===== src/rtl/sfr_pkg.sv =====
// ----------------------------------------------------------------------------
// sfr_pkg
// Shared types and constants of the serial frame receiver.
// ----------------------------------------------------------------------------
`default_nettype none

package sfr_pkg;

  localparam int unsigned CfgIdxW = 2;
  localparam logic [7:0]  CheckInit = 8'hFF;

  // register indexes on the configuration port
  localparam logic [CfgIdxW-1:0] CFG_START  = 2'd0;
  localparam logic [CfgIdxW-1:0] CFG_ACK    = 2'd1;
  localparam logic [CfgIdxW-1:0] CFG_NAK    = 2'd2;
  localparam logic [CfgIdxW-1:0] CFG_CANCEL = 2'd3;

  localparam logic [7:0] RstStartCode  = 8'd1;
  localparam logic [7:0] RstAckCode    = 8'd6;
  localparam logic [7:0] RstNakCode    = 8'd21;
  localparam logic [7:0] RstCancelCode = 8'd24;

  localparam logic CMD_BYTE = 1'b0;
  localparam logic CMD_TICK = 1'b1;

  typedef enum logic [2:0] {
    PH_IDLE = 3'b001,
    PH_LEN  = 3'b010,
    PH_BODY = 3'b100
  } phase_t;

  typedef struct packed {
    logic [7:0] start_code;
    logic [7:0] ack_code;
    logic [7:0] nak_code;
    logic [7:0] cancel_code;
  } cfg_t;

  typedef struct packed {
    logic       body_valid;
    logic [7:0] body_byte;
    logic       frame_end;
    logic       frame_good;
    logic       reply_valid;
    logic [7:0] reply_byte;
    logic       start_send;
    logic       pop_head;
    logic       start_while_waiting;
    logic       stray_byte;
  } result_t;

endpackage

`default_nettype wire


===== src/rtl/sfr_cfg_regs.sv =====
// ----------------------------------------------------------------------------
// sfr_cfg_regs
// Control code registers, written through the plain write port.
// ----------------------------------------------------------------------------
`default_nettype none

module sfr_cfg_regs (
  input  wire logic                        clk,
  input  wire logic                        rst_n,
  input  wire logic                        wr_en,
  input  wire logic [sfr_pkg::CfgIdxW-1:0] index,
  input  wire logic [7:0]                  wdata,
  output sfr_pkg::cfg_t                    cfg
);

  sfr_pkg::cfg_t cfg_r;

  always_ff @(posedge clk) begin
    if (!rst_n) begin
      cfg_r.start_code  <= sfr_pkg::RstStartCode;
      cfg_r.ack_code    <= sfr_pkg::RstAckCode;
      cfg_r.nak_code    <= sfr_pkg::RstNakCode;
      cfg_r.cancel_code <= sfr_pkg::RstCancelCode;
    end else if (wr_en) begin
      unique case (index)
        sfr_pkg::CFG_START:  cfg_r.start_code  <= wdata;
        sfr_pkg::CFG_ACK:    cfg_r.ack_code    <= wdata;
        sfr_pkg::CFG_NAK:    cfg_r.nak_code    <= wdata;
        sfr_pkg::CFG_CANCEL: cfg_r.cancel_code <= wdata;
        default:             cfg_r <= cfg_r;
      endcase
    end
  end

  assign cfg = cfg_r;

endmodule

`default_nettype wire


===== src/rtl/sfr_rx_ctrl.sv =====
// ----------------------------------------------------------------------------
// sfr_rx_ctrl
// Frame phase, length count, running XOR check and acknowledgement tracking.
// ----------------------------------------------------------------------------
`default_nettype none

module sfr_rx_ctrl (
  input  wire logic       clk,
  input  wire logic       rst_n,
  input  wire logic       in_fire,
  input  wire logic       command,
  input  wire logic [7:0] rx_byte,
  input  wire logic       queue_has_frame,
  input  wire sfr_pkg::cfg_t cfg,
  output sfr_pkg::result_t res
);

  sfr_pkg::phase_t phase_r, phase_nxt;
  logic [7:0]      left_r, left_nxt;
  logic [7:0]      check_r, check_nxt;
  logic            await_r, await_nxt;
  sfr_pkg::result_t res_c;

  always_comb begin
    phase_nxt = phase_r;
    left_nxt  = left_r;
    check_nxt = check_r;
    await_nxt = await_r;
    res_c     = '0;

    if (command == sfr_pkg::CMD_TICK) begin
      unique case (phase_r)
        sfr_pkg::PH_LEN, sfr_pkg::PH_BODY: begin
          // abort mid-frame
          res_c.frame_end   = 1'b1;
          res_c.reply_valid = 1'b1;
          res_c.reply_byte  = cfg.nak_code;
          phase_nxt         = sfr_pkg::PH_IDLE;
          left_nxt          = '0;
        end
        default: begin
          phase_nxt = sfr_pkg::PH_IDLE;
          if (queue_has_frame && !await_r) begin
            res_c.start_send = 1'b1;
            await_nxt        = 1'b1;
          end
        end
      endcase
    end else begin
      unique case (phase_r)
        sfr_pkg::PH_LEN: begin
          check_nxt = check_r ^ rx_byte;
          if (rx_byte == 8'd0) begin
            res_c.frame_end   = 1'b1;
            res_c.reply_valid = 1'b1;
            res_c.reply_byte  = cfg.nak_code;
            phase_nxt         = sfr_pkg::PH_IDLE;
            left_nxt          = '0;
          end else begin
            left_nxt  = rx_byte;
            phase_nxt = sfr_pkg::PH_BODY;
          end
        end
        sfr_pkg::PH_BODY: begin
          if (left_r > 8'd1) begin
            res_c.body_valid = 1'b1;
            res_c.body_byte  = rx_byte;
            check_nxt        = check_r ^ rx_byte;
            left_nxt         = left_r - 8'd1;
          end else begin
            res_c.frame_end   = 1'b1;
            res_c.frame_good  = (rx_byte == check_r);
            res_c.reply_valid = 1'b1;
            res_c.reply_byte  = (rx_byte == check_r) ? cfg.ack_code : cfg.nak_code;
            phase_nxt         = sfr_pkg::PH_IDLE;
            left_nxt          = '0;
          end
        end
        default: begin
          phase_nxt = sfr_pkg::PH_IDLE;
          // order decides where codes coincide
          priority if (rx_byte == cfg.start_code) begin
            res_c.start_while_waiting = await_r;
            await_nxt = 1'b0;
            phase_nxt = sfr_pkg::PH_LEN;
            check_nxt = sfr_pkg::CheckInit;
            left_nxt  = '0;
          end else if (rx_byte == cfg.cancel_code || rx_byte == cfg.nak_code) begin
            await_nxt = 1'b0;
          end else if (rx_byte == cfg.ack_code) begin
            res_c.pop_head = await_r;
            await_nxt      = 1'b0;
          end else begin
            res_c.stray_byte = 1'b1;
          end
        end
      endcase
    end
  end

  always_ff @(posedge clk) begin
    if (!rst_n) begin
      phase_r <= sfr_pkg::PH_IDLE;
      left_r  <= '0;
      check_r <= sfr_pkg::CheckInit;
      await_r <= 1'b0;
    end else if (in_fire) begin
      phase_r <= phase_nxt;
      left_r  <= left_nxt;
      check_r <= check_nxt;
      await_r <= await_nxt;
    end
  end

  assign res = res_c;

  a_pop_clears_await: assert property (@(posedge clk) disable iff (!rst_n)
    in_fire && res_c.pop_head |=> !await_r)
    else $error("acknowledged head but still awaiting");

  a_send_sets_await: assert property (@(posedge clk) disable iff (!rst_n)
    in_fire && res_c.start_send |=> await_r && phase_r == sfr_pkg::PH_IDLE)
    else $error("send started without awaiting acknowledgement");

  a_body_needs_frame: assert property (@(posedge clk) disable iff (!rst_n)
    in_fire && res_c.body_valid |-> phase_r == sfr_pkg::PH_BODY && left_r > 8'd1)
    else $error("body byte outside a frame body");

  a_end_replies: assert property (@(posedge clk) disable iff (!rst_n)
    in_fire && res_c.frame_end |=> phase_r == sfr_pkg::PH_IDLE && left_r == 8'd0)
    else $error("frame end left the receiver inside a frame");

endmodule

`default_nettype wire


===== src/rtl/sfr_out_buf.sv =====
// ----------------------------------------------------------------------------
// sfr_out_buf
// Two-entry result buffer: output register plus skid entry.
// ----------------------------------------------------------------------------
`default_nettype none

module sfr_out_buf (
  input  wire logic        clk,
  input  wire logic        rst_n,
  input  wire logic        in_fire,
  input  wire sfr_pkg::result_t in_res,
  output logic             in_ready,
  output logic             out_valid,
  input  wire logic        out_ready,
  output sfr_pkg::result_t out_res
);

  logic             out_valid_r, skid_valid_r;
  sfr_pkg::result_t out_res_r, skid_res_r;

  always_ff @(posedge clk) begin
    if (!rst_n) begin
      out_valid_r  <= 1'b0;
      skid_valid_r <= 1'b0;
    end else if (!out_valid_r || out_ready) begin
      if (skid_valid_r) begin
        out_valid_r  <= 1'b1;
        skid_valid_r <= 1'b0;
      end else begin
        out_valid_r <= in_fire;
      end
    end else if (in_fire) begin
      skid_valid_r <= 1'b1;
    end
  end

  always_ff @(posedge clk) begin
    if (!out_valid_r || out_ready) begin
      out_res_r <= skid_valid_r ? skid_res_r : in_res;
    end else if (in_fire) begin
      skid_res_r <= in_res;
    end
  end

  assign in_ready  = !skid_valid_r;
  assign out_valid = out_valid_r;
  assign out_res   = out_res_r;

  a_skid_behind_out: assert property (@(posedge clk) disable iff (!rst_n)
    skid_valid_r |-> out_valid_r)
    else $error("skid entry held with empty output register");

endmodule

`default_nettype wire


===== src/rtl/serial_frame_receiver_with_ack_core.sv =====
// ----------------------------------------------------------------------------
// serial_frame_receiver_with_ack_core
// Link-layer receiver for start/length/XOR-check frames with ACK/NAK reply.
// ----------------------------------------------------------------------------
// One item (a received byte or an idle tick) is taken per clock cycle while
// in_tready is high, and its result is registered in the output register or
// the skid entry. Phase, count and check advance together on each accepted
// item; the result side has a two-entry buffer, and in_tready falls only when
// both entries are full, being driven from a register. Control codes may be
// rewritten on the cfg port while no item is in flight.
`default_nettype none

module serial_frame_receiver_with_ack_core (
  input  wire logic                        clk,
  input  wire logic                        rst_n,
  input  wire logic                        in_tvalid,
  output logic                             in_tready,
  input  wire logic [15:0]                 in_tdata,  // rx_byte[7:0], queue_has_frame[8]
  input  wire logic                        in_tuser,  // command
  output logic                             out_tvalid,
  input  wire logic                        out_tready,
  output logic [23:0]                      out_tdata, // body_byte[7:0], frame_good[8],
                                                      // reply_byte[16:9], start_send[17],
                                                      // pop_head[18],
                                                      // start_while_waiting[19],
                                                      // stray_byte[20]
  output logic [1:0]                       out_tuser, // body_valid[0], reply_valid[1]
  output logic                             out_tlast, // frame_end
  input  wire logic                        cfg_wr_en,
  input  wire logic [sfr_pkg::CfgIdxW-1:0] cfg_index,
  input  wire logic [7:0]                  cfg_wdata
);

  sfr_pkg::cfg_t    cfg;
  sfr_pkg::result_t step_res, out_res;
  logic             in_fire;

  assign in_fire = in_tvalid && in_tready;

  sfr_cfg_regs u_cfg (
    .clk   (clk),
    .rst_n (rst_n),
    .wr_en (cfg_wr_en),
    .index (cfg_index),
    .wdata (cfg_wdata),
    .cfg   (cfg)
  );

  sfr_rx_ctrl u_ctrl (
    .clk             (clk),
    .rst_n           (rst_n),
    .in_fire         (in_fire),
    .command         (in_tuser),
    .rx_byte         (in_tdata[7:0]),
    .queue_has_frame (in_tdata[8]),
    .cfg             (cfg),
    .res             (step_res)
  );

  sfr_out_buf u_obuf (
    .clk       (clk),
    .rst_n     (rst_n),
    .in_fire   (in_fire),
    .in_res    (step_res),
    .in_ready  (in_tready),
    .out_valid (out_tvalid),
    .out_ready (out_tready),
    .out_res   (out_res)
  );

  assign out_tdata = {3'b000, out_res.stray_byte, out_res.start_while_waiting,
                      out_res.pop_head, out_res.start_send, out_res.reply_byte,
                      out_res.frame_good, out_res.body_byte};
  assign out_tuser = {out_res.reply_valid, out_res.body_valid};
  assign out_tlast = out_res.frame_end;

endmodule

`default_nettype wire

===== config.mk =====
export PLATFORM = sky130hd
export DESIGN_NAME = serial_frame_receiver_with_ack_core
export DESIGN_NICKNAME = d
export VERILOG_FILES = /design/src/rtl/sfr_pkg.sv /design/src/rtl/sfr_cfg_regs.sv /design/src/rtl/sfr_rx_ctrl.sv /design/src/rtl/sfr_out_buf.sv /design/src/rtl/serial_frame_receiver_with_ack_core.sv
export SDC_FILE = /design/constraint.sdc
export NUM_CORES = 1
export LEC_CHECK = 0
export BUFFER_PORTS_ARGS = -buffer_cell sky130_fd_sc_hd__clkbuf_2
export CORE_UTILIZATION = 54
export CTS_BUF_LIST = sky130_fd_sc_hd__clkbuf_8
export DETAILED_ROUTE_END_ITERATION = 8
export PLACE_DENSITY = 0.75
export SYNTH_ARGS = -nofsm -noshare
export SYNTH_HDL_FRONTEND = slang
export SYNTH_SLANG_ARGS = --single-unit

===== constraint.sdc =====
create_clock -name clk -period 2.6 [get_ports clk]
set_clock_uncertainty 0.2 [all_clocks]
set_input_delay 0.39 -clock clk [delete_from_list [all_inputs] [get_ports clk]]
set_output_delay 0.39 -clock clk [all_outputs]
set_load 0.05 [all_outputs]

# == Yosys cells after proc, flatten, opt, wreduce, memory -nomap -nowiden ==
# Cells that the tools add are included.
# Widths: inputs -> output; s select.
# word_totals
reg_bits,102
latchBits,0
mem_bits_rw,0
romBits,0
inputBits,32
out_inout_bits,29
wordCells,124
memories,0
# op_classes
addsub,1
multipliers,0
n_div,0
magnitude_cmp,1
n_eq_ne,14
shift,0
n_mux,50
n_bitwise,5
reduce_logical,23
# ops
operator,count
$mux 8,8
$mux 9,6
$eq 8x8->1,5
$pmux 8 s2,2
$mux 24,1
$mux 1,23
$pmux 9 s2,1
$mux 3,5
$reduce_and 2->1,6
$mux 11,1
$gt 8x1->1 const B,1
$logic_not 8->1,1
$reduce_and 4->1,2
$reduce_bool 4->1,2
$sub 8x1->8 const B,1
$xor 8x8->8,1
$pmux 3 s2,1
$eq 2x2->1 const B,2
$ne 2x1->1 const B,2
$not 1->1,4
$reduce_or 2->1,2
$eq 3x2->1 const B,1
$eq 3x3->1 const B,1
$logic_not 1->1,3
10 further kinds,12

# == Depth between registers and ports, before layout ==
# depth
depth_word,7
ltp_mapped,8
mapped_depth_nobuf,7

# == By module ==
# From an unflattened synthesis, not the netlist that was laid out.
# unflattened
hier_cells,444
area_unflattened_um2,5133.7
# by_module_without_submodules
module,n_inst,cells_per_inst,area_each_um2,seq_area_each_um2
sfr_rx_ctrl,1,230,1931.9,400.4
sfr_out_buf,1,84,1914.3,1481.4
sfr_cfg_regs,1,125,1255.0,640.6
serial_frame_receiver_with_ack_core,1,5,32.5,0.0

# == Worst setup path before layout ==
# OpenSTA, ideal clock, no wires.
# synth_path
path_kind,reg2reg
start,"register u_obuf.out_valid_r, in the netlist u_obuf.out_valid"
end,register u_obuf.skid_res_r[0] in the netlist's numbering (enable)
setup_ps,403
t_arrival_ps,2400
required_ps,1997
path_slack_ps,-403
stages_incl_launch_ff,3
n_path_buf,0
period_less_slack_ps,3003
path_cell_list,dfxtp_1 -> nand2b_1 -> nor2_1
# synth_between
elab_chain_len,4
# synth_rtl
item,line,rtl
"start, declared",sfr_out_buf.sv:18,"logic out_valid_r, skid_valid_r;"
"start signal, assigned",sfr_out_buf.sv:30,out_valid_r <= in_fire;
$logic_not 1->1,sfr_out_buf.sv:38,if (!out_valid_r || out_ready) begin
$logic_or 1x1->1,sfr_out_buf.sv:38,
$not 1->1 (no line),--,
$reduce_and 2->1 (no line),--,
"end signal, assigned",sfr_out_buf.sv:41,skid_res_r <= in_res;
"end, declared",sfr_out_buf.sv:19,"sfr_pkg::result_t out_res_r, skid_res_r;"
# Every way passes these cells.
# A chain may end at the register's enable or synchronous reset.

# == Worst setup path in the final report ==
# layout_path
start,register u_ctrl.phase_r[2]
end,"register u_obuf.out_res_r, in the netlist u_obuf.out_res[11] (data pin)"
# layout_between
elab_chain_len,5
elab_cells_between_ends,7
cone_classes,eq/ne (2); mux (4); reduce/logical (1)
# layout_rtl
item,line,rtl
"start, declared",sfr_rx_ctrl.sv:18,"sfr_pkg::phase_t phase_r, phase_nxt;"
"start signal, assigned",sfr_rx_ctrl.sv:103,phase_r <= sfr_pkg::PH_IDLE;
"start signal, assigned",sfr_rx_ctrl.sv:108,phase_r <= phase_nxt;
$eq 3x2->1 / $eq 3x3->1 (equally long branches),"sfr_rx_ctrl.sv:32, sfr_rx_ctrl.sv:50",
$reduce_or 2->1 (no line),--,
$mux 9,sfr_rx_ctrl.sv:32,unique case (phase_r)
$mux 9 *,sfr_rx_ctrl.sv:31,if (command == sfr_pkg::CMD_TICK) begin
$mux 24 *,sfr_out_buf.sv:39,out_res_r <= skid_valid_r ? skid_res_r : in_res;
"end signal, assigned",sfr_out_buf.sv:39,
"end, declared",sfr_out_buf.sv:19,
# Every way passes the cells marked *; elsewhere a longest branch is shown, timed or not.

==> out/results.ini <==
[power]
seqPwrFrac_pct = 56.2
irDropWorstVdd_mv = 0.320
comb_power_share_pct = 11.5
p_int_mw = 2.24
switching_share_pct = 26.6
power.density_nw_per_um2 = 553
clockPowerShare_pct = 32.3
power_switching_mw = 0.812
leakagePower_nw = 2.19

[floorplan]
start_util_pct = 56.0
num_io_pins = 61
chipHeight_um = 97.3
die-width_um = 97.3
rows = 34
core_area_um2 = 8760
die_area_um2 = 9470

[logic_synthesis]
synth_warnings = 0
synth-edff-count = 46
syn_area_um2 = 4900
synth-xor-area-share_pct = 7.50
synth_compound_area_share_pct = 13.0
yosysSeqAreaShare_pct = 50.2
syn-instance-count = 484
synthArstFlopShare_pct = 0
synth-adder-area-share_pct = 0.510
muxShareOfSynthArea_pct = 6.02
synth_top_family_by_area = simple AND/OR/NAND/NOR gates
synth_ff_type = dfxtp_1
synth.distinct_cells = 54
yosys.area_share.simple_pct = 18.7
avgSynthCellArea_um2 = 10.1
ys_ff_latch = 100

[worst_setup_path]
worst-setup-path-type = register to register
cp_max_fo = 10
startpoint = u_ctrl.phase_r[2]$_SDFFE_PN0P_
cp.required_ns = 2.60
worstReg2RegStart = u_ctrl.phase_r[2]$_SDFFE_PN0P_
worstSetupStartpointType = register
r2r_end = u_obuf.out_res[11]$_DFFE_PP_
r2r_setup_slack_ns = 0.31
crit_arrival_ns = 2.29
r2r_cells = 5
cp-end-kind = register

[global_route]
grt_antenna_before_repair = 0
grt_pass1_vias = 3410
grt_max_degree = 44
grt_usage_pct = 22.9
overflow = 0
grt_first_pass_wirelength_um = 17300

[timing]
hold_viol_final = 0
setup_ws_ns = 0.313
fmax_mhz = 437
rsz0062_at_grt = false
period_share_pct = 88.0
final_max_slew_viol_count = 0
finalCriticalPeriod_ns = 2.29
max_slew.worst_pin.slew_ns = 0.632
setup_tns_ns = 0
setup_violations = 0
relSlewSlack_pct = 57.9

[clock_network]
cts_sinks = 100
post_cts_buffers = 0
insertion_delay_ns = 0.36
cts_buffer_depth = 2
cts_made_buffers = 9
cts_tree = done
cts.htree.levels = 3
cts-root-buf = clkbuf_8
cts.reportedPaths.clkPinSlew_ns = 0.10

[placed_design]
dp_hpwl_um = 7570
place_area_um2 = 5330
portBuffers = 50
dp_slack_ns = 0.239
place_congestion = 0.867

[min_path]
min_path_cells = 3
min-delay-start = cfg_wdata[6]
holdCritPathClass = primary input to register
holdPathEnd = u_cfg.cfg[14]$_SDFFE_PN0P_

[finish]
nets = 573
antenna_cells = 0
multi_input_area_um2 = 2260
synthToLayoutAreaGrowth_pct = 12.5
nFillCells = 728
final_layout_size_suffix_gt1_share_pct = 21.7
design_area_um2 = 5520
regArea_um2 = 2460

[route]
drc = 0
wirelength_um = 10600
wire_per_inst_um = 16.3
ant_nets = 0
via_per_inst = 5.76
drt_iter0_markers = 225
firstDrtPassIters = 5
dr_total_vias = 3757

[run]
cap_viol_max_count = 0

[outcome]
status = complete, no violations

-- cells in the final DEF (no fill, tap or decap), types with 6 or more instances in the layout --
cell | synthesis | layout
mux2_2 | 12 | 12
nor2_1 | 29 | 28
nor4_1 | 10 | 10
o21ai_0 | 12 | 12
a31oi_1 | 14 | 14
nand4_1 | 6 | 6
a32oi_1 | 8 | 8
a21boi_0 | 7 | 7
mux2i_1 | 16 | 16
buf_4 | 5 | 26
nand2_1 | 73 | 73
nor2b_1 | 15 | 15
o211ai_1 | 8 | 8
nand3_1 | 9 | 9
dfxtp_1 | 54 | 54
clkbuf_8 | 0 | 9
clkbuf_2 | 0 | 50
xnor2_1 | 9 | 9
a21oi_1 | 13 | 13
edfxtp_1 | 46 | 46
xor2_1 | 33 | 33
nor3_1 | 6 | 6
inv_1 | 5 | 7
and2_1 | 11 | 11
-- worst max-delay path, stage by stage (launching register included) --
cell	delay, ns
dfxtp_1	0.42
nor3b_1	0.42
and4_1	0.39
and4b_2	0.40
nand2_1	0.12
a31oi_1	0.18
-- cell families (layout without fill, tap and decap cells) --
logic type / count (synthesis) / in the layout
muxes: 28 / 28
buffers and inverters: 39 / 97
and+or+nand+nor: 183 / 183
xor gates and xnor gates: 42 / 42
other: 1 / 3
adders and majority gates: 2 / 2
AOI/OAI and AO/OA: 89 / 89
DFF: 100 / 100
-- synth_stat cells (all sizes together), types with 2 or more instances --
library cell	instances	area [µm²]
nand4	6	37.5
ha	2	25.0
nor2	29	109
inv	5	18.8
mux2i	16	160
a32o	4	40.0
a32oi	8	70.1
o211ai	8	60.1
nand3b	3	22.5
nor4	11	83.8
nor3	7	40.0
nor3b	3	22.5
xnor2	9	78.8
dfxtp	54	1080
and2	11	68.8
o22ai	3	18.8
a31oi	15	109
a22o	2	17.5
o31ai	5	42.5
a21boi	7	52.6
mux2	12	135
edfxtp	46	1380
and4b	2	20.0
buf	20	123
nand3	9	45.0
o21ai	12	60.1
o41ai	2	17.5
nor2b	15	93.8
clkbuf	14	52.6
or2	3	18.8
a21oi	14	73.8
xor2	33	289
a31o	5	43.8
nand2b	3	18.8
or3	3	18.8
nand2	73	274
and3	2	12.5
-- worst max-delay path by stage --
stage | end | slack [ns] | depth (start not counted)
3_3_place_gp | u_obuf.out_res[6]$_DFFE_PP_ | 0.30 | 7
6_report | u_obuf.out_res[11]$_DFFE_PP_ | 0.31 | 5
4_1_cts | u_obuf.out_res[11]$_DFFE_PP_ | 0.21 | 5
2_1_floorplan | u_obuf.skid_res_r[0]$_DFFE_PP_ | 0.19 | 2
3_5_place_dp | u_obuf.out_res[11]$_DFFE_PP_ | 0.24 | 5
5_1_grt | u_obuf.out_res[6]$_DFFE_PP_ | 0.06 | 5
-- repair_timing --
action,CTS,global route
gates resized for setup,0,1
endpoints found under the setup margin,0,1
hold buffers,0,0
-- flip-flops by register name (all words and copies together), names as in the netlist, 3 cells and up --
signal and flops:
u_obuf.out_res 23, u_ctrl.phase_r 3, u_ctrl.check_r 8, u_ctrl.left_r 8
u_obuf.skid_res_r 23, u_cfg.cfg 32
-- power by group through the flow --
stage | clock (mW) | sequential, mW | combinational (mW)
floorplan | 0 | 1.83 | 0.172
global placement | 0 | 1.75 | 0.344
detailed placement | 0 | 1.75 | 0.349
CTS | 1.00 | 1.72 | 0.350
global route | 1.07 | 1.72 | 0.373
finish | 0.985 | 1.71 | 0.351
-- cell type report --
| type | count | share of cell area, % |
|---|---|---|
| clock buffer | 9 | 2.24 |
| timing repair buffer | 76 | 8.07 |
| inverter | 5 | 0.340 |
| multi-input combinational | 347 | 41.0 |
| sequential | 100 | 44.6 |
| tap | 108 | 2.45 |
| clock inverter | 7 | 1.25 |
-- stage by stage --
step / power (mW) / utilization [%] / hold WS (ns) / std cells
5_1_grt: 3.16 / 63.0 / 0.101 / 652
2_1_floorplan: 2.00 / - / 0.248 / 486
3_5_place_dp: 2.10 / 60.8 / 0.264 / 636
4_1_cts: 3.07 / 63.0 / 0.0821 / 652
6_report: 3.05 / 63.0 / 0.0974 / 652
3_3_place_gp: 2.09 / 60.8 / 0.256 / 636
-- per-layer routing --
metal  track usage (%)  routed length [µm]
met1              33.6                5130
met2              34.1                4790
met3              4.10                 562
met4              8.14                 161
met5                 0                   0
(Power assumes the default switching activity.)
